==> src/hdl/esp_pkg.sv <==
// ----------------------------------------------------------------------------
// esp_pkg
// Shared widths, limits, register indexes and inter-stage types for the
// encoder speed and PID drive block.
// ----------------------------------------------------------------------------
`default_nettype none

package esp_pkg;

   // default build values
   localparam int SamplesPerUpdateDef = 20;
   localparam int EncoderBitsDef      = 14;

   // field and state widths
   localparam int SumW        = 19;
   localparam int SpeedFracW  = 8;
   localparam int SpeedW      = 23;
   localparam int ErrW        = 24;
   localparam int DeltaW      = 25;
   localparam int IntegW      = 48;
   localparam int IntegHalfW  = 24;
   localparam int DriveW      = 11;
   localparam int GainW       = 32;
   localparam int QShift      = 24;
   localparam int CsrIndexW   = 2;
   localparam int CsrDataW    = 32;
   localparam int RspDataW    = ((SpeedW + DriveW + 7) / 8) * 8;

   // integral product is held saturated at +-2^IpSatExp
   localparam int IpW         = 59;
   localparam int IpSatExp    = 57;

   localparam logic signed [SumW-1:0]   SumMax   = {1'b0, {(SumW-1){1'b1}}};
   localparam logic signed [SumW-1:0]   SumMin   = {1'b1, {(SumW-1){1'b0}}};
   localparam logic signed [SpeedW-1:0] SpeedMax = {1'b0, {(SpeedW-1){1'b1}}};
   localparam logic signed [SpeedW-1:0] SpeedMin = {1'b1, {(SpeedW-1){1'b0}}};
   localparam logic signed [IntegW-1:0] IntegMax = {1'b0, {(IntegW-1){1'b1}}};
   localparam logic signed [IntegW-1:0] IntegMin = {1'b1, {(IntegW-1){1'b0}}};

   localparam int ClearDriveMag = 500;
   localparam int ProdLimitMag  = 300;
   localparam int DriveLimitMag = 700;

   typedef enum logic [CsrIndexW-1:0] {
      CSR_SET_SPEED = 2'd0,
      CSR_GAIN_P    = 2'd1,
      CSR_GAIN_I    = 2'd2,
      CSR_GAIN_D    = 2'd3
   } csr_index_type;

   // closed window: saturated sum of wrapped differences
   typedef struct packed {
      logic                   valid;
      logic signed [SumW-1:0] sum;
   } window_type;

   // mean speed and speed error of one window
   typedef struct packed {
      logic                     valid;
      logic signed [SpeedW-1:0] speed;
      logic signed [ErrW-1:0]   err;
   } speed_type;

   typedef struct packed {
      logic                     valid;
      logic signed [SpeedW-1:0] speed;
      logic signed [DriveW-1:0] drive;
   } result_type;

endpackage

`default_nettype wire

==> src/hdl/esp_velocity.sv <==
// ----------------------------------------------------------------------------
// esp_velocity
// Input register, wrapped angle difference, saturating window sum and
// sample counter. Hands a closed window to the speed divider.
// ----------------------------------------------------------------------------
`default_nettype none

module esp_velocity
   import esp_pkg::*;
#(
   parameter int SAMPLES_PER_UPDATE = SamplesPerUpdateDef,
   parameter int ENCODER_BITS       = EncoderBitsDef
) (
   input  logic                    clock,
   input  logic                    reset,
   input  logic                    in_valid,
   output logic                    in_ready,
   input  logic [ENCODER_BITS-1:0] in_angle,
   input  logic                    hold_window,
   output window_type              window
);

   localparam int DiffW  = ENCODER_BITS + 2;
   localparam int CountW = $clog2(SAMPLES_PER_UPDATE + 1);
   localparam logic signed [DiffW-1:0] HalfTurn = DiffW'(64'd1 << (ENCODER_BITS - 1));
   localparam logic signed [DiffW-1:0] FullTurn = DiffW'(64'd1 << ENCODER_BITS);
   localparam logic [CountW-1:0] LastCount = CountW'(SAMPLES_PER_UPDATE - 1);

   logic                    in_valid_ff, in_valid_in;
   logic [ENCODER_BITS-1:0] angle_ff, angle_in;
   logic [ENCODER_BITS-1:0] prev_angle_ff, prev_angle_in;
   logic [CountW-1:0]       count_ff, count_in;
   logic signed [SumW-1:0]  sum_ff, sum_in;
   window_type              window_ff, window_in;

   logic                    last;
   logic                    go;
   logic signed [DiffW-1:0] diff_raw;
   logic signed [DiffW-1:0] diff_wrap;
   logic signed [SumW:0]    sum_wide;
   logic signed [SumW-1:0]  sum_sat;

   always_comb begin
      last     = (count_ff == LastCount);
      // a closing word waits until the PID path and result register are free
      go       = in_valid_ff && !(last && (hold_window || window_ff.valid));
      in_ready = !in_valid_ff || go;

      diff_raw = $signed({2'b00, angle_ff} - {2'b00, prev_angle_ff});
      if (diff_raw > HalfTurn) begin
         diff_wrap = diff_raw - FullTurn;
      end else if (diff_raw < -HalfTurn) begin
         diff_wrap = diff_raw + FullTurn;
      end else begin
         diff_wrap = diff_raw;
      end

      sum_wide = {sum_ff[SumW-1], sum_ff}
               + {{(SumW + 1 - DiffW){diff_wrap[DiffW-1]}}, diff_wrap};
      if (sum_wide[SumW] != sum_wide[SumW-1]) begin
         sum_sat = sum_wide[SumW] ? SumMin : SumMax;
      end else begin
         sum_sat = sum_wide[SumW-1:0];
      end

      in_valid_in   = in_valid_ff;
      angle_in      = angle_ff;
      prev_angle_in = prev_angle_ff;
      count_in      = count_ff;
      sum_in        = sum_ff;

      if (in_valid && in_ready) begin
         in_valid_in = 1'b1;
         angle_in    = in_angle;
      end else if (go) begin
         in_valid_in = 1'b0;
      end

      if (go) begin
         prev_angle_in = angle_ff;
         if (last) begin
            count_in = '0;
            sum_in   = '0;
         end else begin
            count_in = CountW'(count_ff + 1'b1);
            sum_in   = sum_sat;
         end
      end

      window_in.valid = go && last;
      window_in.sum   = sum_sat;
   end

   always_ff @(posedge clock) begin
      if (reset) begin
         in_valid_ff     <= 1'b0;
         prev_angle_ff   <= '0;
         count_ff        <= '0;
         sum_ff          <= '0;
         window_ff.valid <= 1'b0;
      end else begin
         in_valid_ff     <= in_valid_in;
         prev_angle_ff   <= prev_angle_in;
         count_ff        <= count_in;
         sum_ff          <= sum_in;
         window_ff.valid <= window_in.valid;
      end
   end

   always_ff @(posedge clock) begin
      angle_ff      <= angle_in;
      window_ff.sum <= window_in.sum;
   end

   assign window = window_ff;

endmodule

`default_nettype wire

==> config.mk <==
export PLATFORM = sky130hd
export DESIGN_NAME = esp_velocity
export DESIGN_NICKNAME = d
export VERILOG_FILES = /design/src/hdl/esp_pkg.sv /design/src/hdl/esp_velocity.sv
export SDC_FILE = /design/constraint.sdc
export NUM_CORES = 1
export LEC_CHECK = 0
export ABC_CLOCK_PERIOD_IN_PS = 7300
export BUFFER_PORTS_ARGS = -buffer_cell sky130_fd_sc_hd__clkbuf_2
export CAP_MARGIN = 5
export CORE_MARGIN = 1.5
export CORE_UTILIZATION = 55
export DETAILED_ROUTE_END_ITERATION = 10
export PLACE_DENSITY = 0.77
export SYNTH_ARGS = -nofsm -noshare
export SYNTH_HDL_FRONTEND = slang
export SYNTH_SLANG_ARGS = --single-unit
==> constraint.sdc <==
create_clock -name clock -period 7.3 [get_ports clock]
set_clock_uncertainty 0.1 [all_clocks]
set_input_delay 1.095 -clock clock [delete_from_list [all_inputs] [get_ports clock]]
set_output_delay 1.095 -clock clock [all_outputs]
set_load 0.005 [all_outputs]
==> impl_metrics.toml, run 1 <==
[cts]
cts_tree = "built"
cts.clk_slew.worst_paths_ps = 80
tritoncts_num_sinks = 73
hold_buffer_count_at_cts = 0
clockRootBuffer = "clkbuf_8"
postCtsSetupBuffers = 0
cts-htree-levels = 3
clk-insertion-delay-late_ps = 350
cts_repair_resize_count = 0
cts-root-to-sink-buffers = 2
cts-buffers-inserted = 9

[yosys]
synth_top_cell_area_share_pct = 28.7
synthesis.instances = 467
synth-warning-count = 0
post-synth-top-count-cell = "nand2_1"
synth_seq_area_share_pct = 38.9
syn_nets = 523
synthDistinctLibCells = 62
synthTopCellsByArea = "dfxtp_1 29%, ha_1 11%, edfxtp_1 10%"
synth_top_flop_cell = "dfxtp_1"
synth.top_cells.by_count = "61 x nand2_1, 59 x dfxtp_1, 53 x a21oi_1"
synth-edff-count = 14
synth-seq-cells = 73
ys_async_sr_fraction_pct = 0
post_synth.cell_area_avg_sq_um = 8.81
yosys.area.top_type = "dfxtp_1"
synth_area_sq_mm = 0.00412

[placed_design]
port-buffer-count = 38
detailedPlace.worstSlack_ps = 1610
dp.final_hpwl_mm = 6.27
place.gp.congestion = 0.871

[cells_and_area]
layout-drive-gt1-share_pct = 13.2
num_antenna_cells = 0
layout-area-overhead-vs-synth_pct = 12.5
total_area_of_multi_input_combinational_cells_sq_mm = 0.00235
area.sequential_sq_mm = 0.00160
fill_cells = 634
final_nets = 558

[pwr]
p_comb_share_pct = 44.1
power.ir.vdd_worst_mv = 0.178
switching_portion_of_total_power_pct = 36.8
power_share_of_the_clock_group_pct = 22.8
leakagePower_uw = 0.00196
power.density_cell_area_mw_per_mm2 = 357
power_frac_seq_pct = 33.1
power.switching_uw = 609
internal_power_uw = 1040

[timing]
max_freq_mhz = 174
fin_crit_sh_pct = 78.8
postLayoutSetupSlackWorst_ps = 1550
post-route-min-period_ps = 5750
setup-tns-final_ps = 0
final-max-slew-violation-count = 0
setup_viol_count_final = 0
worst-slew-pin-transition_ps = 1230
unrepaired_setup_endpoints_after_global_routing = "no"
hold_viol_final = 0
slew_headroom_pct = 17.7

[drt]
drt_pre_antenna_iters = 4
wire_per_inst_um = 14.1
drt_iter0_markers = 129
ant_nets = 0
dr_total_vias = 3422
post-route-drc-count = 0
post_drt_via_cell_ratio = 5.65
total_wire_length_after_detailed_routing_mm = 8.52

[worst_hold_path]
worstHoldPathCells = 2
hp-class = "reg -> reg"

[critical_path]
timing.setup.critical_path_class = "reg -> reg"
critPathArrivalTime_ps = 5870
path_buf_inv = 2
cp_data_required_time_ps = 7420
cp_num_cells = 21
cp_top_family = "compound AO/OA/AOI/OAI gates"
setup.reg_to_reg.worst_slack_ps = 1550
critical_path.max_fanout = 26
setup.worst_path.end_class = "flip-flop"
reg2regPathDepth = 21
worstPathCellList = "inv_1 -> ha_1 -> fa_1 -> nor2b_1 -> o31a_1 -> o2111ai_1 -> a31oi_1 -> mux2_2 -> nand4b_1 -> o21ai_1 -> a211oi_1 -> ha_1 -> nand2_1 -> nand2_1 -> a21o_1 -> a221o_1 -> a41oi_2 -> xnor2_2 -> buf_4 -> o21ai_2 -> o21ai_0"
critical-path-slowest-cell = "a211oi_1"
startpoint_type = "flip-flop"
worst_path_max_stage_delay_ps = 620

[floorplanning]
initial_utilization_pct = 56.8
die_ht_um = 89.5
num_rows = 31
width_of_the_chip_um = 89.5
io_pins = 39
core_area_sq_mm = 0.00725
design.die.area_sq_mm = 0.00801

[global_route]
maximum_number_of_pins_on_one_net_before_global_route_repair = 27
grt_use_met2_pct = 39.2
grt_pass1_vias = 3129
grt-busiest-layer = "met2"
gr-total-overflow = 0
grt_util_met1_pct = 29.1
antenna_found_initial = 0
track_usage_pct = 23.1
wire_length_of_the_first_global_routing_pass_mm = 14.2
met3_usage_pct = 5.17

[job]
drv_cap = 0

[outcome]
outcome = "complete, no violations"
## final timing paths
path,startpoint,end
setup / recovery,angle_ff[0],sum_ff[17]
hold / removal,prev_angle_ff[8],prev_angle_ff[8]
setup reg to reg,angle_ff[0],sum_ff[17]
hold reg to reg,prev_angle_ff[8],prev_angle_ff[8]
## placed cells by master, fill, tap and decap left out, drive strengths merged, types with 2 or more instances in the layout
| cell | instances |
|---|---|
| nand2 | 62 |
| dfxtp | 59 |
| a21oi | 53 |
| clkbuf | 52 |
| o21ai | 39 |
| ha | 36 |
| nor2 | 29 |
| inv | 25 |
| edfxtp | 14 |
| xnor2 | 13 |
| nor3 | 10 |
| xor2 | 10 |
| a21o | 9 |
| o211ai | 8 |
| maj3 | 8 |
| nor2b | 6 |
| a211oi | 6 |
| or3 | 5 |
| a31oi | 5 |
| o21a | 4 |
| nand3b | 4 |
| and3 | 3 |
| nand2b | 3 |
| and2 | 2 |
| o31a | 2 |
| a2bb2oi | 2 |
| o31ai | 2 |
| nor4 | 2 |
| a211o | 2 |
| nand3 | 2 |
| a22o | 2 |
| fa | 2 |
| buf | 2 |
## sequential cells by signal (all words and copies together) (netlist names)
register	cells
sum_ff	19
prev_angle_ff	14
angle_ff	14
in_valid_ff	1
count_ff	5
window	20
## final cells by class
type                            count  area share (%)
Clock buffer                       14            4.65
Clock inverter                      2           0.811
Inverter                           25            2.03
Multi-Input combinational cell    353            50.8
Sequential cell                    73            34.6
Tap cell                           99            2.67
Timing Repair Buffer               40            4.43
## through the flow
step | power, uW | std cells | area (sq um) | util, % | hold slack [ps]
final | 1650 | 606 | 4630 | 63.8 | 355
after global routing | 1780 | 606 | 4630 | 63.8 | 388
after CTS | 1660 | 606 | 4630 | 63.8 | 358
after detailed placement | 1280 | 590 | 4380 | 60.4 | 348
after global placement | 1260 | 590 | 4380 | 60.4 | 341
after floorplan | 1100 | 467 | 4120 | - | 332
## logic make-up after synthesis
group | count (synthesis) | synth area share, %
DFF | 73 | 38.9
xor gates and xnor gates | 23 | 5.08
and+or+nand+nor | 135 | 15.3
AOI/OAI and AO/OA | 148 | 22.6
muxes | 1 | 0.274
buffers and inverters | 41 | 3.92
adders and majority gates | 46 | 13.9
## per-layer routing
layer | part of all wire (%) | up-vias
met5 | 0 | -
met2 | 47 | 83
met4 | 1.0 | 0
li1 | - | 1743
met3 | 4.5 | 9
met1 | 48 | 1587
## power groups by stage
stage	Combinational, uW	Sequential [uW]	Clock [uW]
2_1_floorplan	543	556	0
3_3_place_gp	703	555	0
3_5_place_dp	721	555	0
4_1_cts	726	548	381
5_1_grt	819	561	397
6_report	730	548	377
## tightest hold or removal path, stage by stage, from the launching register on
cell and delay, ps:
dfxtp_1 310, nand2_1 50, a21oi_1 50
(Power assumes the default switching activity.)
==> run 2, diff against run 1 <==
--- a/config.mk
+++ b/config.mk
@@ -5,13 +5,14 @@
 export SDC_FILE = /design/constraint.sdc
 export NUM_CORES = 1
 export LEC_CHECK = 0
-export ABC_CLOCK_PERIOD_IN_PS = 7300
+export ABC_AREA = 1
+export ABC_CLOCK_PERIOD_IN_PS = 5700
 export BUFFER_PORTS_ARGS = -buffer_cell sky130_fd_sc_hd__clkbuf_2
 export CAP_MARGIN = 5
 export CORE_MARGIN = 1.5
 export CORE_UTILIZATION = 55
 export DETAILED_ROUTE_END_ITERATION = 10
-export PLACE_DENSITY = 0.77
+export PLACE_DENSITY = 0.76
 export SYNTH_ARGS = -nofsm -noshare
 export SYNTH_HDL_FRONTEND = slang
 export SYNTH_SLANG_ARGS = --single-unit
==> constraint.sdc (replaced) <==
create_clock -name clock -period 5.7 [get_ports clock]
set_clock_uncertainty 0.1 [all_clocks]
set_input_delay 0.855 -clock clock [delete_from_list [all_inputs] [get_ports clock]]
set_output_delay 0.855 -clock clock [all_outputs]
set_load 0.005 [all_outputs]
==> run 2 against run 1 <==
  * Total power is 20% higher
  * Sequential share of layout area is 2.4 points lower
  * Critical endpoint is now sum_ff[4]
  * Final area is 7.4% higher
  * Critical path type unchanged
==> impl_metrics.toml, run 2 <==
[outcome]
outcome = "complete, no violations"

[global_route]
track_usage_pct = 24.8
antenna_found_initial = 0
gr-total-overflow = 0
grt_pass1_vias = 3933
maximum_number_of_pins_on_one_net_before_global_route_repair = 39
wire_length_of_the_first_global_routing_pass_mm = 17.2

[critical_path]
cp_data_required_time_ps = 5870
critical-path-slowest-cell = "o21ai_0"
timing.setup.critical_path_class = "reg -> reg"
worst_path_max_stage_delay_ps = 490
crit_path_frequent_cell = "nand2_1"
startpoint_type = "flip-flop"
critical_path.max_fanout = 18
critPathArrivalTime_ps = 4810
setup.worst_path.end_class = "flip-flop"

[placed_design]
place.gp.congestion = 0.934
postPlaceCellArea_sq_mm = 0.00480
dp.final_hpwl_mm = 7.36
detailedPlace.worstSlack_ps = 1120
port-buffer-count = 38

[yosys]
synth_seq_area_share_pct = 35.2
synth_top_flop_cell = "dfxtp_1"
synth-warning-count = 0
synth.top_cells.by_count = "155 x nand2_1, 75 x inv_1, 59 x dfxtp_1"
synth-seq-cells = 73
ys_async_sr_fraction_pct = 0
synthTopCellsByArea = "dfxtp_1 26%, nand2_1 13%, ha_1 9.9%"
synthDistinctLibCells = 39
post_synth.cell_area_avg_sq_um = 7.49
synth_top_cell_area_share_pct = 26.0
synthesis.instances = 607
post-synth-top-count-cell = "nand2_1"
syn_nets = 663
yosys.area.top_type = "dfxtp_1"
synth-edff-count = 14
synth_area_sq_mm = 0.00455

[pwr]
power.ir.vdd_worst_mv = 0.205
switching_portion_of_total_power_pct = 42.1
power_frac_seq_pct = 34.8
leakagePower_uw = 0.00241
power.density_cell_area_mw_per_mm2 = 398
power.switching_uw = 834
power_share_of_the_clock_group_pct = 18.4
power.total_uw = 1980
p_comb_share_pct = 46.9
internal_power_uw = 1150

[cells_and_area]
final_nets = 702
post_layout_instance_area_sq_mm = 0.00497
largest_register_ff_count = 20
num_antenna_cells = 0
layout-drive-gt1-share_pct = 18.7
layout.cells.most_common = "nand2_1"
most_frequent_cells_in_the_layout = "155 x nand2_1, 75 x inv_1, 59 x dfxtp_1, 44 x nor2_1, 41 x a21oi_1"
layout-area-overhead-vs-synth_pct = 9.35

[timing]
worst-slew-pin-transition_ps = 942
hold_viol_final = 0
max_freq_mhz = 216
fin_crit_sh_pct = 81.4
unrepaired_setup_endpoints_after_global_routing = "no"
post-route-min-period_ps = 4640
final-max-slew-violation-count = 0
slew_headroom_pct = 37.2
setup-tns-final_ps = 0
setup_viol_count_final = 0
postLayoutSetupSlackWorst_ps = 1060

[worst_hold_path]
hp-class = "reg -> reg"

[floorplanning]
design.die.area_sq_mm = 0.00882
io_pins = 39
core_area_sq_mm = 0.00785
die_ht_um = 93.9
initial_utilization_pct = 58.0
width_of_the_chip_um = 93.9
num_rows = 32

[cts]
cts-htree-levels = 3
cts.clk_slew.worst_paths_ps = 80
cts_tree = "built"
clockRootBuffer = "clkbuf_8"
cts-root-to-sink-buffers = 2
cts-buffers-inserted = 9
tritoncts_num_sinks = 73
postCtsSetupBuffers = 0
hold_buffer_count_at_cts = 0
clk-insertion-delay-late_ps = 360
cts_repair_resize_count = 0

[drt]
ant_nets = 0
post-route-drc-count = 0
dr_total_vias = 3901
drt_pre_antenna_iters = 4
drt_iter0_markers = 124
total_wire_length_after_detailed_routing_mm = 9.68
wire_per_inst_um = 12.8
post_drt_via_cell_ratio = 5.18

[job]
drv_cap = 0
-- run 2: area by class of cell --
class / count / area (sq um)
clock inverter: 6 / 45.0
clock buffer: 10 / 128
sequential: 73 / 1600
multi-input combinational: 442 / 2560
tap: 102 / 128
inverter: 79 / 297
fill: 734 / 2870
timing repair buffer: 41 / 213
-- run 2: kinds of logic after synthesis --
logic type	Yosys count	synth area share (%)
compound gates	93	12.7
xor+xnor	18	3.47
fa+ha+maj	38	10.8
buf+inv	92	8.45
flops	73	35.2
simple gates	293	29.4
-- run 2: final timing paths --
path                            cells past startpoint  slack (ps)              start           endpoint
worst max-delay path                               25        1060        angle_ff[0]          sum_ff[4]
worst min-delay path                                2         370  prev_angle_ff[13]  prev_angle_ff[13]
worst min register to register                      2         370  prev_angle_ff[13]  prev_angle_ff[13]
worst max register to register                     25        1060        angle_ff[0]          sum_ff[4]
-- run 2: per-stage QoR --
stage | utilization [%] | hold slack, ps | cells
6_report | 63.4 | 371 | 753
2_1_floorplan | - | 343 | 607
3_3_place_gp | 61.2 | 355 | 737
4_1_cts | 63.4 | 375 | 753
3_5_place_dp | 61.2 | 358 | 737
5_1_grt | 63.4 | 388 | 753
-- run 2: layer usage --
| layer | share of wire, % | global-route usage (%) | wire, um |
|---|---|---|---|
| met4 | 1.7 | 8.21 | 169 |
| met3 | 3.8 | 5.83 | 372 |
| met1 | 45 | 29.0 | 4340 |
| met2 | 50 | 44.3 | 4790 |
| met5 | 0 | 0 | 0 |
-- run 2: power by group through the flow --
stage / Sequential (uW) / Clock (uW) / Combinational (uW)
after floorplan: 700 / 0 / 719
after global placement: 697 / 0 / 905
after detailed placement: 702 / 0 / 924
after CTS: 691 / 375 / 930
after global routing: 700 / 397 / 1060
final: 689 / 363 / 928
-- run 2: worst max-delay path, delay by kind of cell, from the launching register on --
kind,cells,cell delay [ps]
fa+ha+maj,3,1060
compound gates,4,980
simple gates,15,1930
buf+inv,3,150
flops,1,340
