--- src/hdl/esp_pkg.sv ---
// ----------------------------------------------------------------------------
// esp_pkg
// Shared widths, limits, register indexes and inter-stage types for the
// encoder speed and PID drive block.
// ----------------------------------------------------------------------------
`default_nettype none

package esp_pkg;

   // default build values
   localparam int SamplesPerUpdateDef = 20;
   localparam int EncoderBitsDef      = 14;

   // field and state widths
   localparam int SumW        = 19;
   localparam int SpeedFracW  = 8;
   localparam int SpeedW      = 23;
   localparam int ErrW        = 24;
   localparam int DeltaW      = 25;
   localparam int IntegW      = 48;
   localparam int IntegHalfW  = 24;
   localparam int DriveW      = 11;
   localparam int GainW       = 32;
   localparam int QShift      = 24;
   localparam int CsrIndexW   = 2;
   localparam int CsrDataW    = 32;
   localparam int RspDataW    = ((SpeedW + DriveW + 7) / 8) * 8;

   // integral product is held saturated at +-2^IpSatExp
   localparam int IpW         = 59;
   localparam int IpSatExp    = 57;

   localparam logic signed [SumW-1:0]   SumMax   = {1'b0, {(SumW-1){1'b1}}};
   localparam logic signed [SumW-1:0]   SumMin   = {1'b1, {(SumW-1){1'b0}}};
   localparam logic signed [SpeedW-1:0] SpeedMax = {1'b0, {(SpeedW-1){1'b1}}};
   localparam logic signed [SpeedW-1:0] SpeedMin = {1'b1, {(SpeedW-1){1'b0}}};
   localparam logic signed [IntegW-1:0] IntegMax = {1'b0, {(IntegW-1){1'b1}}};
   localparam logic signed [IntegW-1:0] IntegMin = {1'b1, {(IntegW-1){1'b0}}};

   localparam int ClearDriveMag = 500;
   localparam int ProdLimitMag  = 300;
   localparam int DriveLimitMag = 700;

   typedef enum logic [CsrIndexW-1:0] {
      CSR_SET_SPEED = 2'd0,
      CSR_GAIN_P    = 2'd1,
      CSR_GAIN_I    = 2'd2,
      CSR_GAIN_D    = 2'd3
   } csr_index_type;

   // closed window: saturated sum of wrapped differences
   typedef struct packed {
      logic                   valid;
      logic signed [SumW-1:0] sum;
   } window_type;

   // mean speed and speed error of one window
   typedef struct packed {
      logic                     valid;
      logic signed [SpeedW-1:0] speed;
      logic signed [ErrW-1:0]   err;
   } speed_type;

   typedef struct packed {
      logic                     valid;
      logic signed [SpeedW-1:0] speed;
      logic signed [DriveW-1:0] drive;
   } result_type;

endpackage

`default_nettype wire

--- src/hdl/esp_speed_div.sv ---
// ----------------------------------------------------------------------------
// esp_speed_div
// Mean speed of a window: sum * 256 / SAMPLES_PER_UPDATE, truncated toward
// zero by a reciprocal multiply, saturated, then the speed error is formed.
// ----------------------------------------------------------------------------
`default_nettype none

module esp_speed_div
   import esp_pkg::*;
#(
   parameter int SAMPLES_PER_UPDATE = SamplesPerUpdateDef
) (
   input  logic                     clock,
   input  logic                     reset,
   input  window_type               window,
   input  logic signed [SpeedW-1:0] set_speed,
   output speed_type                speed,
   output logic                     busy
);

   localparam int NumW  = SumW + SpeedFracW;
   localparam int Shift = NumW + $clog2(SAMPLES_PER_UPDATE);
   // ceil(2^Shift / N) is exact for every numerator below 2^NumW
   localparam longint unsigned Recip =
      ((64'd1 << Shift) + SAMPLES_PER_UPDATE - 1) / SAMPLES_PER_UPDATE;
   localparam int RecipW = $clog2(Recip + 1);
   localparam int ProdW  = Shift + NumW;
   localparam logic [RecipW-1:0] RecipK  = RecipW'(Recip);
   localparam logic [NumW-1:0]   PosMag  = NumW'(SpeedMax);
   localparam logic [NumW-1:0]   NegMag  = PosMag + NumW'(1);

   typedef struct packed {
      logic            valid;
      logic            neg;
      logic [NumW-1:0] quot;
   } quot_type;

   quot_type  quot_ff, quot_in;
   speed_type speed_ff, speed_in;

   logic [SumW-1:0]          mag;
   logic [NumW-1:0]          num;
   logic [ProdW-1:0]         prod;
   logic signed [SpeedW-1:0] speed_val;

   always_comb begin
      mag  = window.sum[SumW-1] ? SumW'(-window.sum) : SumW'(window.sum);
      num  = {mag, {SpeedFracW{1'b0}}};
      prod = ProdW'(num) * ProdW'(RecipK);

      quot_in.valid = window.valid;
      quot_in.neg   = window.sum[SumW-1];
      quot_in.quot  = prod[Shift +: NumW];

      if (quot_ff.neg) begin
         speed_val = (quot_ff.quot > NegMag) ? SpeedMin : -SpeedW'(quot_ff.quot);
      end else begin
         speed_val = (quot_ff.quot > PosMag) ? SpeedMax : SpeedW'(quot_ff.quot);
      end

      speed_in.valid = quot_ff.valid;
      speed_in.speed = speed_val;
      speed_in.err   = ErrW'(set_speed) - ErrW'(speed_val);
   end

   always_ff @(posedge clock) begin
      if (reset) begin
         quot_ff.valid  <= 1'b0;
         speed_ff.valid <= 1'b0;
      end else begin
         quot_ff.valid  <= quot_in.valid;
         speed_ff.valid <= speed_in.valid;
      end
   end

   always_ff @(posedge clock) begin
      quot_ff.neg    <= quot_in.neg;
      quot_ff.quot   <= quot_in.quot;
      speed_ff.speed <= speed_in.speed;
      speed_ff.err   <= speed_in.err;
   end

   assign speed = speed_ff;
   assign busy  = quot_ff.valid || speed_ff.valid;

endmodule

`default_nettype wire

--- config.mk ---
export PLATFORM = sky130hd
export DESIGN_NAME = esp_speed_div
export DESIGN_NICKNAME = d
export VERILOG_FILES = /design/src/hdl/esp_pkg.sv /design/src/hdl/esp_speed_div.sv
export SDC_FILE = /design/constraint.sdc
export NUM_CORES = 1
export LEC_CHECK = 0
export ABC_CLOCK_PERIOD_IN_PS = 12000
export BUFFER_PORTS_ARGS = -buffer_cell sky130_fd_sc_hd__buf_2
export CAP_MARGIN = 0
export CORE_MARGIN = 3
export CORE_UTILIZATION = 30
export CTS_CLUSTER_DIAMETER = 50
export CTS_CLUSTER_SIZE = 28
export DETAILED_ROUTE_END_ITERATION = 12
export GPL_ROUTABILITY_DRIVEN = 0
export HOLD_SLACK_MARGIN = 0.02
export PLACE_DENSITY_LB_ADDON = 0.2
export SETUP_SLACK_MARGIN = 0.05
export SLEW_MARGIN = 20
export SYNTH_ARGS = -nofsm -noshare
export SYNTH_HDL_FRONTEND = slang
export SYNTH_SLANG_ARGS = --single-unit
--- constraint.sdc ---
create_clock -name clock -period 12 [get_ports clock]
set_clock_uncertainty 0.2 [all_clocks]
set_input_delay 3 -clock clock [delete_from_list [all_inputs] [get_ports clock]]
set_output_delay 3 -clock clock [all_outputs]
set_load 0.01 [all_outputs]
==> reports/results.txt, run 1 <==
The tools report the antenna diode count as 0. The detailed-route vias per instance came out at 4.61. The worst setup path is of the in -> reg kind. The share of synthesized cell area in and, or, nand and nor gates was 0.114.

The die boundary width was 189 µm; the number of global-route vias before repair was 7,851. The worst-margin pin slew was 0.821 ns; the detailed-router iteration count before antenna repair was 4. The run finished with clean final reports. Dividing the synthesized area by the synthesized cell count gives 8.84 µm². Library cell used as clock root buffer: sky130_fd_sc_hd__clkbuf_16. The Yosys step of the flow raised 0 warnings.

Summed over all failing endpoints, the final setup total negative slack is 0 ns. The floorplan die area is 35,700 µm², and the number of flops mapped to enable cells by yosys is 0. The multiplexer share of the synthesized area is 0.00710, and the remaining global-route overflow is 0.

For the global-route wire length before repair, the log shows 39.9 mm. By area the synthesized netlist is led by sky130_fd_sc_hd__fa_1 22%, sky130_fd_sc_hd__ha_1 21%, sky130_fd_sc_hd__dfxtp_1 15%. The tools report the nature of the critical path endpoint as a flip-flop.

The async set-or-reset flop fraction in the synthesized netlist works out to 0. The die is 189 µm tall. The number of antenna violations at the first check in global routing is 0, and the total via count in the routed design is 7,717. Once detail routing completed, the nets flagged for antenna violations numbered 0. The number of placed instances, taps included, is 1,658.

Setup repair after global routing left no endpoint under its margin. Main combinational cell family by area after synthesis: adder cells. The count of port buffers added during placement was 93; the total count of max-transition violations in the final report was 0. The min-delay analysis places its worst path in the category reg -> reg. Relative to the synthesized area, the layout overhead comes to 12.4%. The synthesized netlist net count is 1,460, and the area share of the largest cell type after synthesis is 0.221.

The most common cell in the synthesized netlist was sky130_fd_sc_hd__inv_1. Detailed-route wire length: 23.9 mm. The share of synthesized cell area in full adder, half adder and majority cells is 0.429. The worst setup path is launched from an input port. For this design, the slowest cell found on the critical path is sky130_fd_sc_hd__nor4_1. The xor/xnor cell area share of the yosys netlist came out at 0.0479. The most used flip-flop cell after synthesis is sky130_fd_sc_hd__dfxtp_1. After the last flow step, the layout net total stands at 1,550.

In this run, CTS created clock tree buffers numbering 9. In this run, post-CTS hold repair placed 0 buffers. The violation count after the first detailed-route iteration was 312. After clock tree synthesis, the clock-pin slew on the worst setup and hold paths is 0.05 ns. Entering global routing, the biggest net connects 39 pins. The run gives 0 as the quantity of gates resized following cts. After floorplanning, the core was divided into 66 placement rows. The post-route fraction of the period consumed by the critical path was 0.860.

The total I/O pin count is 94. The post-synthesis compound-gate area fraction was 0.156; the average routed wire per standard cell was 14.3 µm. For the worst setup path, the data arrival time is 10.38 ns.

The synthesized design contains 73 register bits. Across the run, the number of max-cap violations was 0. The total DRC errors in the routed layout is 0, and the peak clock frequency supported by timing is 96.9 MHz. In this design, the stage delay of the slowest critical-path cell is 0.71 ns. Share of post-route cells with drive strength above 1: 0.108. Summed over all instances, the cell type with the most area after synthesis is sky130_fd_sc_hd__fa_1. For the global routing usage summed across all routing layers, the log shows 0.137. The smallest clock period supported by the final layout is computed as 10.32 ns. Along the worst path, the maximum fanout reaches 5. Setup violations remaining at the end of the flow were counted as 0. The logs give 0.447 for the headroom to the max-slew limit and 66 for the unique cell type count in the Yosys netlist.

Initial cell density of the core: 0.306. TritonCTS built the clock tree. In this run the post-CTS setup repair buffer count came out at 0. The longest clock path from root to sink contains 2 buffers.

The hold violation total from the final report was 0. In this run the cell area of the synthesized design comes to 10,000 µm². Excluding fillers, the count of instances in the completed layout stands at 1,674. STA puts the critical path data required time at 12.06 ns. The run gives 0.145 as the share of synthesized area occupied by flip-flops and latches.

After technology mapping, the gate count stands at 1,137. Detailed-placement wirelength estimate: 21.2 mm. The floorplan step defined a core boundary enclosing 32,800 µm².

After synthesis, the most frequently instantiated cells are 242 x sky130_fd_sc_hd__inv_1, 167 x sky130_fd_sc_hd__ha_1, 111 x sky130_fd_sc_hd__fa_1. For the maximum level of the CTS H-tree, the log shows 3. Clock latency on the worst-skew pair: 0.34 ns. The clock drives 73 sinks.
critical path, delay by kind of cell:
kind	cells	cell delay, ns
AOI/OAI and AO/OA	9	2.57
xor gates and xnor gates	2	0.40
adders and majority gates	6	2.87
buffers and inverters	5	0.38
and+or+nand+nor	3	1.16
logic make-up after synthesis:
logic type | after synthesis
fa+ha+maj | 278
buf+inv | 261
compound gates | 240
simple gates | 222
flops | 73
xor+xnor | 55
mux | 7
other cells | 1
state kept, by name (all words and copies together), names as in the netlist:
name     cells
speed       48
quot_ff     25
metrics by stage:
| step | setup slack (ns) | area, µm² | utilization | hold WS [ns] |
|---|---|---|---|---|
| floorplan | 2.56 | 10000 | - | 0.229 |
| global placement | 1.49 | 11000 | 0.336 | 0.242 |
| detailed placement | 1.29 | 11000 | 0.336 | 0.253 |
| CTS | 1.68 | 11300 | 0.344 | 0.263 |
| global route | 1.17 | 11300 | 0.344 | 0.285 |
| finish | 1.68 | 11300 | 0.344 | 0.260 |
routing by layer:
layer / track usage / share of wire / up-vias
met2: 0.240 / 0.48 / 126
met5: 0 / 0 / -
met4: 0.0243 / 0.0086 / 0
met3: 0.0154 / 0.028 / 11
met1: 0.183 / 0.49 / 3610
li1: - / - / 3970
path summary, 6_finish.rpt:
check                                             from                    to  slack, ns  cells after the start
worst max-delay path                         window[3]   quot_ff[22]$_DFF_P_       1.68                     25
worst min-delay path            quot_ff[28]$_SDFF_PP0_  speed[47]$_SDFF_PP0_       0.26                      1
worst max register to register      quot_ff[0]$_DFF_P_     speed[22]$_DFF_P_       6.63                     20
worst min register to register  quot_ff[28]$_SDFF_PP0_  speed[47]$_SDFF_PP0_       0.26                      1
cells in the final DEF (no fill, tap or decap), types with 8 or more instances in the layout:
cell type	n
sky130_fd_sc_hd__inv_1	242
sky130_fd_sc_hd__ha_1	167
sky130_fd_sc_hd__fa_1	111
sky130_fd_sc_hd__buf_2	93
sky130_fd_sc_hd__a21oi_1	78
sky130_fd_sc_hd__dfxtp_1	73
sky130_fd_sc_hd__nor2_1	62
sky130_fd_sc_hd__nand2_1	48
sky130_fd_sc_hd__xnor2_1	41
sky130_fd_sc_hd__o21ai_0	40
sky130_fd_sc_hd__a21o_1	29
sky130_fd_sc_hd__nor3_1	21
sky130_fd_sc_hd__nand3_1	19
sky130_fd_sc_hd__o21a_1	15
sky130_fd_sc_hd__xor2_1	14
sky130_fd_sc_hd__o21bai_1	11
sky130_fd_sc_hd__a31oi_1	10
sky130_fd_sc_hd__nand2b_1	9
sky130_fd_sc_hd__nand4_1	9
sky130_fd_sc_hd__nor2b_1	9
sky130_fd_sc_hd__clkbuf_16	9
sky130_fd_sc_hd__o22ai_2	8
final cells by class:
type | count | area, µm²
Inverter | 244 | 916
Tap cell | 442 | 553
Fill cell | 3496 | 21500
Clock inverter | 3 | 40.0
Timing Repair Buffer | 96 | 488
Sequential cell | 73 | 1460
Multi-Input combinational cell | 803 | 7580
Clock buffer | 13 | 250
Power of run 1 is left out: the tool's default activity adds up to more than one toggle a clock period on the data nets, which glitch-free logic cannot reach.
==> run 2, diff against run 1 <==
--- a/config.mk
+++ b/config.mk
@@ -15,7 +15,6 @@
 export DETAILED_ROUTE_END_ITERATION = 12
 export GPL_ROUTABILITY_DRIVEN = 0
 export HOLD_SLACK_MARGIN = 0.02
-export PLACE_DENSITY_LB_ADDON = 0.2
 export SETUP_SLACK_MARGIN = 0.05
 export SLEW_MARGIN = 20
 export SYNTH_ARGS = -nofsm -noshare
==> run 2 against run 1 <==
Effect of this change: die area unchanged; worst hold slack improved by 0.0039 ns; global-route usage decreased by 0.73 points; via count increased by 2.0%; critical path type unchanged; sequential cell count unchanged; core utilization increased by 0.053 points; critical path depth unchanged.
==> reports/results.txt, run 2 (synthesis gave the netlist of run 1 again) <==
The run finished with clean final reports. The layout overhead on the synthesized area works out to 12.5% (was 12.4%). The clock buffer count from CTS was 9 (unchanged).

The antenna diode count came out at 0 (unchanged). Leading cell type in the layout, fill and taps excluded: sky130_fd_sc_hd__inv_1 (unchanged). The number of rows in the core area is 66 (unchanged), and the average routed wire per standard cell is 13.9 µm (was 14.3 µm).

The number of antenna violations at the first check in global routing is 0 (unchanged). The number of buffers on the longest clock path was 2 (unchanged); the final critical delay including setup and external delays was 10.18 ns (was 10.32 ns). Leading registers by flop count: speed x48, quot_ff x25 (unchanged). For the clock latency on the worst-skew pair, the log shows 0.33 ns (was 0.34 ns). The logs give 0 (unchanged) for the total DRC errors in the routed layout and 38.4 mm (was 39.9 mm) for the global-route wire length before repair. The number of clock sinks seen by CTS was 73 (unchanged).

The share of post-route cells with drive strength above 1 was 0.110 (was 0.108). The tools report the violation count after the first detailed-route iteration as 354 (was 312). The register clock-pin slew on the reported worst setup and hold paths is 0.06 ns (was 0.05 ns), and the number of flip-flops in the largest register is 48 (unchanged).

The die boundary width is 189 µm (unchanged). Maximum level of the CTS H-tree: 3 (unchanged). Buffering stage count on the worst path with inverters included: 5 (unchanged). The remaining global-route overflow is 0 (unchanged). The global routing usage summed across all routing layers came out at 0.129 (was 0.137).

The max capacitance violation total was 0 (unchanged); the detailed-route wire length was 23.2 mm (was 23.9 mm). The fill cell total of the finished layout is 3,429 (was 3,496). The run gives 10.25 ns (was 10.38 ns) as the signal arrival time at the worst endpoint. The final number of setup-violating endpoints was 0 (unchanged).

The sum of negative setup slack was 0 ns (unchanged). The largest stage delay on the critical path is 0.70 ns (was 0.71 ns), and the finished layout cell area is 11,300 µm² (about the same). The nature of the critical path endpoint was a flip-flop (unchanged). The tools report the number of global-route vias before repair as 7,885 (was 7,851). The required arrival time at the worst endpoint is 12.06 ns (about the same). Number of nets in the layout: 1,550 (unchanged). The post-route fraction of the period consumed by the critical path is 0.849 (was 0.860), and the final worst-path setup slack is 1.82 ns (was 1.68 ns).

The count of hold-fix buffers inserted at cts is 0 (unchanged). The detailed-route vias per instance was 4.70 (was 4.61). The kind of start point of the critical path was an input port (unchanged). The floorplan die height was 189 µm (unchanged); the total count of max-transition violations in the final report was 0 (unchanged). The area of the multi-input gates is 7580 µm² (unchanged). The category of the most critical setup path was in -> reg (unchanged).

The class of the worst hold path is reg -> reg (unchanged). For the final antenna-violating net count, the log shows 0 (unchanged). The logs give 0.306 (unchanged) for the initial cell density of the core and 11,000 µm² (unchanged) for the placed instance area. The worst-margin pin slew works out to 0.808 ns (was 0.821 ns). The library cell used as clock root buffer was sky130_fd_sc_hd__clkbuf_16 (unchanged).

Most frequent cells in the layout: 242 x sky130_fd_sc_hd__inv_1, 167 x sky130_fd_sc_hd__ha_1, 111 x sky130_fd_sc_hd__fa_1 (unchanged). The worst hold slack across all endpoints was 0.264 ns (was 0.260 ns). Headroom to the max-slew limit: 0.456 (was 0.447). TritonCTS built the clock tree. The run gives 98.2 MHz (was 96.9 MHz) as the peak clock frequency supported by timing. The run gives 5 (was 4) as the detailed-router iteration count before antenna repair. Kind of cell adding the most delay to the critical path: adder cells (unchanged).

Setup repair after global routing left no endpoint under its margin. The run gives 35,700 µm² (unchanged) as the floorplan die area. The area taken by flip-flops and latches was 1460 µm² (unchanged). The placeable core area came out at 32,800 µm² (unchanged).

The total I/O pin count came out at 94 (unchanged). The cell with the largest stage delay on the worst path is sky130_fd_sc_hd__nor4_1 (unchanged). The tools report the pre-CTS setup slack as 1.43 ns (was 1.29 ns). Largest fanout of any net on the critical path: 5 (unchanged).

The maximum number of pins on one net before global-route repair is 39 (unchanged). The buffer count from post-CTS setup fixing is 0 (unchanged). The register bank with the most flops was speed (unchanged).

The hold violation total from the final report is 0 (unchanged), and the detailed-placement wirelength estimate is 20.3 mm (was 21.2 mm). The total via count in the routed design is 7,869 (was 7,717). The tools report the quantity of gates resized following cts as 0 (unchanged). Count of port buffers added during placement: 93 (unchanged).
==> run 2: changes by cell type in the layout (fill, tap and decap cells not counted), sizes merged <==
cell,previous run,this run
clkbuf,13,12
clkinvlp,0,1
==> run 2: layout make-up <==
class	count	area share
timing repair buffer	96	0.0432
tap	442	0.0489
clock buffer	12	0.0227
sequential	73	0.129
inverter	244	0.0810
multi-input combinational	803	0.670
clock inverter	4	0.00454
==> run 2: final timing paths <==
| path | startpoint | endpoint | slack, ns | cells after the start |
|---|---|---|---|---|
| setup / recovery | window[3] | quot_ff[22]$_DFF_P_ | 1.82 | 25 |
| hold / removal | quot_ff[28]$_SDFF_PP0_ | speed[47]$_SDFF_PP0_ | 0.26 | 1 |
| setup reg to reg | quot_ff[0]$_DFF_P_ | speed[22]$_DFF_P_ | 6.64 | 20 |
| hold reg to reg | quot_ff[28]$_SDFF_PP0_ | speed[47]$_SDFF_PP0_ | 0.26 | 1 |
==> run 2: routing by layer <==
metal,global-route usage,share of wire,vias to the layer above
li1,-,-,3982
met1,0.179,0.49,3697
met2,0.217,0.45,163
met3,0.0133,0.040,27
met4,0.0341,0.017,0
met5,0,0,-
==> run 2: stage by stage <==
step / utilization / std cells
detailed placement: 0.336 / 1658
CTS: 0.345 / 1674
finish: 0.345 / 1674
global placement: 0.336 / 1658
global route: 0.345 / 1674
floorplan: - / 1137
Power of run 2 is left out for the same reason.
==> run 3, diff against run 2 <==
--- a/config.mk
+++ b/config.mk
@@ -5,7 +5,8 @@
 export SDC_FILE = /design/constraint.sdc
 export NUM_CORES = 1
 export LEC_CHECK = 0
-export ABC_CLOCK_PERIOD_IN_PS = 12000
+export ABC_AREA = 1
+export ABC_CLOCK_PERIOD_IN_PS = 9470
 export BUFFER_PORTS_ARGS = -buffer_cell sky130_fd_sc_hd__buf_2
 export CAP_MARGIN = 0
 export CORE_MARGIN = 3
==> constraint.sdc (replaced) <==
create_clock -name clock -period 9.47 [get_ports clock]
set_clock_uncertainty 0.2 [all_clocks]
set_input_delay 2.3675 -clock clock [delete_from_list [all_inputs] [get_ports clock]]
set_output_delay 2.3675 -clock clock [all_outputs]
set_load 0.01 [all_outputs]
==> run 3 against run 2 <==
Effect of this change: worst hold slack worse by 0.046 ns; final area rose by 14%; core utilization increased by 0.16 points; sequential share of layout area down 1.5 points; non-clock buffer count unchanged; final cell count is 31% higher; critical path type unchanged; critical endpoint is now quot_ff[21]$_DFF_P_; highest routed layer unchanged.
==> reports/results.txt, run 3 <==
The run finished with clean final reports. The buffer count from post-CTS setup fixing was 0 (unchanged); the placeable core area was 37,000 µm² (was 32,800 µm²). The signal arrival time at the worst endpoint is 8.93 ns (was 10.25 ns). For the antenna diode count, the log shows 0 (unchanged). The maximum level of the CTS H-tree is 3 (unchanged), and the number of rows in the core area is 70 (was 66). The detailed-placement wirelength estimate was 28.4 mm (was 20.3 mm). The class of the worst hold path was reg -> reg (unchanged). The mapped cell area came out at 11,400 µm² (was 10,000 µm²). The number of buffers on the longest clock path is 2 (unchanged), and the remaining global-route overflow is 0 (unchanged).

The final number of setup-violating endpoints was 0 (unchanged); the post-synthesis cell count was 1,579 (was 1,137). The kind of cell adding the most delay to the critical path was adder cells (unchanged). Startpoint of the worst register-to-register path: quot_ff[27]$_DFF_P_ (was quot_ff[0]$_DFF_P_). Maximum number of pins on one net before global-route repair: 26 (was 39). The number of flip-flops in the largest register was 48 (unchanged). For the quantity of gates resized following cts, the log shows 0 (unchanged). The dominant register cell in the synthesized netlist is sky130_fd_sc_hd__dfxtp_1 (unchanged). The leading cell type in the layout, fill and taps excluded is sky130_fd_sc_hd__inv_1 (unchanged). The tools report the number of global-route vias before repair as 10,700 (was 7,885). The run gives 94 (unchanged) as the total I/O pin count. Most common cell in the synthesized netlist: sky130_fd_sc_hd__inv_1 (unchanged). The start point of the critical path was window[2] (was window[3]). The final critical delay including setup and external delays was 8.90 ns. The worst-margin pin slew is 0.969 ns (was 0.808 ns). Leading cell types by total area after synthesis: sky130_fd_sc_hd__fa_1 19%, sky130_fd_sc_hd__ha_1 18%, sky130_fd_sc_hd__dfxtp_1 13% (was sky130_fd_sc_hd__fa_1 22%, sky130_fd_sc_hd__ha_1 21%, sky130_fd_sc_hd__dfxtp_1 15%). The share of post-route cells with drive strength above 1 is 0.0968 (was 0.110), and the detailed-routed wire length on met3 is 1.75 mm (was 925 µm).

The count of port buffers added during placement works out to 93 (unchanged). The register bank with the most flops was speed (unchanged). The run gives 52.9 mm (was 38.4 mm) as the global-route wire length before repair.

The uppermost layer routed was met4 (unchanged). The mean instance size in the synthesized netlist works out to 7.23 µm² (was 8.84 µm²). The register clock-pin slew on the reported worst setup and hold paths works out to 0.06 ns (about the same). The met1 wire length was 14.0 mm (was 11.3 mm). For the clock latency on the worst-skew pair, the log shows 0.34 ns (was 0.33 ns).

The post-route fraction of the period consumed by the critical path was 0.940; the headroom to the max-slew limit was 0.353 (was 0.456). The cell with the largest stage delay on the worst path is sky130_fd_sc_hd__fa_1 (was sky130_fd_sc_hd__nor4_1). The run gives 0 (unchanged) as the number of antenna violations at the first check in global routing. The tools report the kind of start point of the critical path as an input port (unchanged).

The sum of negative setup slack came out at 0 ns (unchanged). The number of nets in the layout was 2,002 (was 1,550); the die boundary width was 201 µm (was 189 µm). The number of flip-flops and latches in the synthesized netlist came out at 73 (unchanged). The cell accounting for the most synthesized area is sky130_fd_sc_hd__fa_1 (unchanged). The floorplan die area was 40,500 µm² (was 35,700 µm²); the violation count after the first detailed-route iteration was 586 (was 354). The run gives 0.160 (was 0.129) as the global routing usage summed across all routing layers.

Setup repair after global routing left no endpoint under its margin. The tools report the nature of the critical path endpoint as a flip-flop (unchanged). The run gives 14.9 mm (was 10.5 mm) as the total length of routed met2 wires.

The run gives 9.50 ns (was 12.06 ns) as the required arrival time at the worst endpoint. The count of hold-fix buffers inserted at cts came out at 0 (unchanged). Worst min-delay path startpoint: quot_ff[28]$_SDFF_PP0_ (unchanged).

Leading registers by flop count: speed x48, quot_ff x25 (unchanged). The end of the worst register-to-register path is speed[16]$_DFF_P_ (was speed[22]$_DFF_P_). The logs give 0 (unchanged) for the hold violation total from the final report and 6 (was 5) for the detailed-router iteration count before antenna repair. The area share of the largest cell type after synthesis is 0.195 (was 0.221), and the clock buffer count from CTS is 9 (unchanged).

The unique cell type count in the Yosys netlist was 49 (was 66); the total DRC errors in the routed layout was 0 (unchanged). The average routed wire per standard cell was 14.6 µm (was 13.9 µm). The run gives 0 (unchanged) as the max capacitance violation total.

The tools report the share of synthesized area occupied by flip-flops and latches as 0.128 (was 0.145). The count of cells along the worst register-to-register path was 10 (was 20). Most frequent cells in the layout: 360 x sky130_fd_sc_hd__inv_1, 301 x sky130_fd_sc_hd__nand2_1, 167 x sky130_fd_sc_hd__ha_1 (was 242 x sky130_fd_sc_hd__inv_1, 167 x sky130_fd_sc_hd__ha_1, 111 x sky130_fd_sc_hd__fa_1). The largest stage delay on the critical path was 0.55 ns (was 0.70 ns); the synthesized netlist net count was 1,902 (was 1,460). The library cell appearing most often on the critical path was sky130_fd_sc_hd__nand2_1. The layout overhead on the synthesized area was 12.4% (was 12.5%). The async set-or-reset flop fraction in the synthesized netlist was 0 (unchanged); the floorplan die height was 201 µm (was 189 µm).

The library cell used as clock root buffer was sky130_fd_sc_hd__clkbuf_16 (unchanged). The detailed-route wire length is 31.9 mm (was 23.2 mm). Top cell types by occurrence after synthesis: 360 x sky130_fd_sc_hd__inv_1, 301 x sky130_fd_sc_hd__nand2_1, 167 x sky130_fd_sc_hd__ha_1 (was 242 x sky130_fd_sc_hd__inv_1, 167 x sky130_fd_sc_hd__ha_1, 111 x sky130_fd_sc_hd__fa_1). The number of clock sinks seen by CTS was 73 (unchanged); the peak clock frequency supported by timing was 112 MHz. The run gives 10,400 (was 7,869) as the total via count in the routed design. The category of the most critical setup path was in -> reg (unchanged). The fill cell total of the finished layout is 3,977 (was 3,429), and the largest fanout of any net on the critical path is 4 (was 5). TritonCTS built the clock tree.

The number of flops mapped to enable cells by yosys came out at 0 (unchanged). The logs give 0 (unchanged) for the final antenna-violating net count and 0.308 (was 0.306) for the initial cell density of the core. The detailed-route vias per instance was 4.75 (was 4.70). The tools report the worst hold path endpoint as speed[47]$_SDFF_PP0_ (unchanged). The run gives 0 (unchanged) as the number of warnings reported in the yosys synthesis log.

The buffering stage count on the worst path with inverters included is 6 (was 5). The run gives 0 (unchanged) as the total count of max-transition violations in the final report. The run gives 5.08 ns (was 6.64 ns) as the reg2reg setup slack.

The number of instances on the worst hold path works out to 2 (was 1).
## run 3: changes by cell type after synthesis, sizes merged, moves of 11 or more
cell / previous run / this run
a21o: 30 / 14
clkbuf: 13 / 2
inv: 243 / 371
nand2: 48 / 310
nand3: 19 / 79
nand4: 10 / 43
nor2: 62 / 141
o21a: 15 / 3
o21ai: 41 / 73
o22ai: 11 / 0
xnor2: 41 / 12
xor2: 14 / 34
## run 3: logic make-up (layout without fill, tap and decap cells)
logic type | after synthesis | in the layout | synth area share
AOI/OAI and AO/OA | 189 | 189 | 0.0927
xor gates and xnor gates | 46 | 46 | 0.0353
adders and majority gates | 278 | 278 | 0.377
buffers and inverters | 379 | 484 | 0.127
DFF | 73 | 73 | 0.128
other | 1 | 1 | 0.000328
and+or+nand+nor | 613 | 613 | 0.239
## run 3: worst max path at each step
| stage | to | slack, ns | cells past startpoint |
|---|---|---|---|
| after global routing | quot_ff[13]$_DFF_P_ | 0.20 | 29 |
| after CTS | quot_ff[13]$_DFF_P_ | 0.62 | 29 |
| after floorplan | quot_ff[21]$_DFF_P_ | 1.30 | 29 |
| after detailed placement | quot_ff[13]$_DFF_P_ | 0.29 | 29 |
| after global placement | quot_ff[13]$_DFF_P_ | 0.37 | 29 |
| final | quot_ff[21]$_DFF_P_ | 0.57 | 29 |
## run 3: stage by stage
| step | std cells | utilization | hold WS (ns) | setup slack [ns] | instance area [µm²] |
|---|---|---|---|---|---|
| floorplan | 1579 | - | 0.198 | 1.30 | 11400 |
| global placement | 2172 | 0.337 | 0.204 | 0.367 | 12500 |
| detailed placement | 2172 | 0.337 | 0.209 | 0.288 | 12500 |
| CTS | 2188 | 0.346 | 0.226 | 0.623 | 12800 |
| global route | 2188 | 0.346 | 0.253 | 0.199 | 12800 |
| finish | 2188 | 0.346 | 0.218 | 0.566 | 12800 |
## run 3: cell type report
class                      instances  area (µm²)  area share
timing repair buffer              96         488      0.0380
inverter                         372        1400       0.109
clock inverter                     6         113     0.00877
tap                              504         631      0.0491
sequential                        73        1460       0.114
clock buffer                      10         239      0.0186
multi-input combinational       1127        8510       0.663
## run 3: routing by layer
layer,global-route usage,up-vias
met2,0.275,333
li1,-,5178
met1,0.204,4801
met3,0.0199,74
met4,0.0607,0
met5,0,-
## run 3: worst reg2reg max path, cell delays in order (launching register included)
cell and delay (ns):
sky130_fd_sc_hd__dfxtp_1 0.95, sky130_fd_sc_hd__clkinv_1 0.56, sky130_fd_sc_hd__nand3_1 0.66, sky130_fd_sc_hd__o21ai_2 0.16, sky130_fd_sc_hd__ha_1 0.38, sky130_fd_sc_hd__a21oi_1 0.21, sky130_fd_sc_hd__a21boi_0 0.52, sky130_fd_sc_hd__o21ai_0 0.28
sky130_fd_sc_hd__nand3_1 0.12, sky130_fd_sc_hd__nand2_1 0.08, sky130_fd_sc_hd__xor2_1 0.15
Power of run 3 is left out for the same reason.
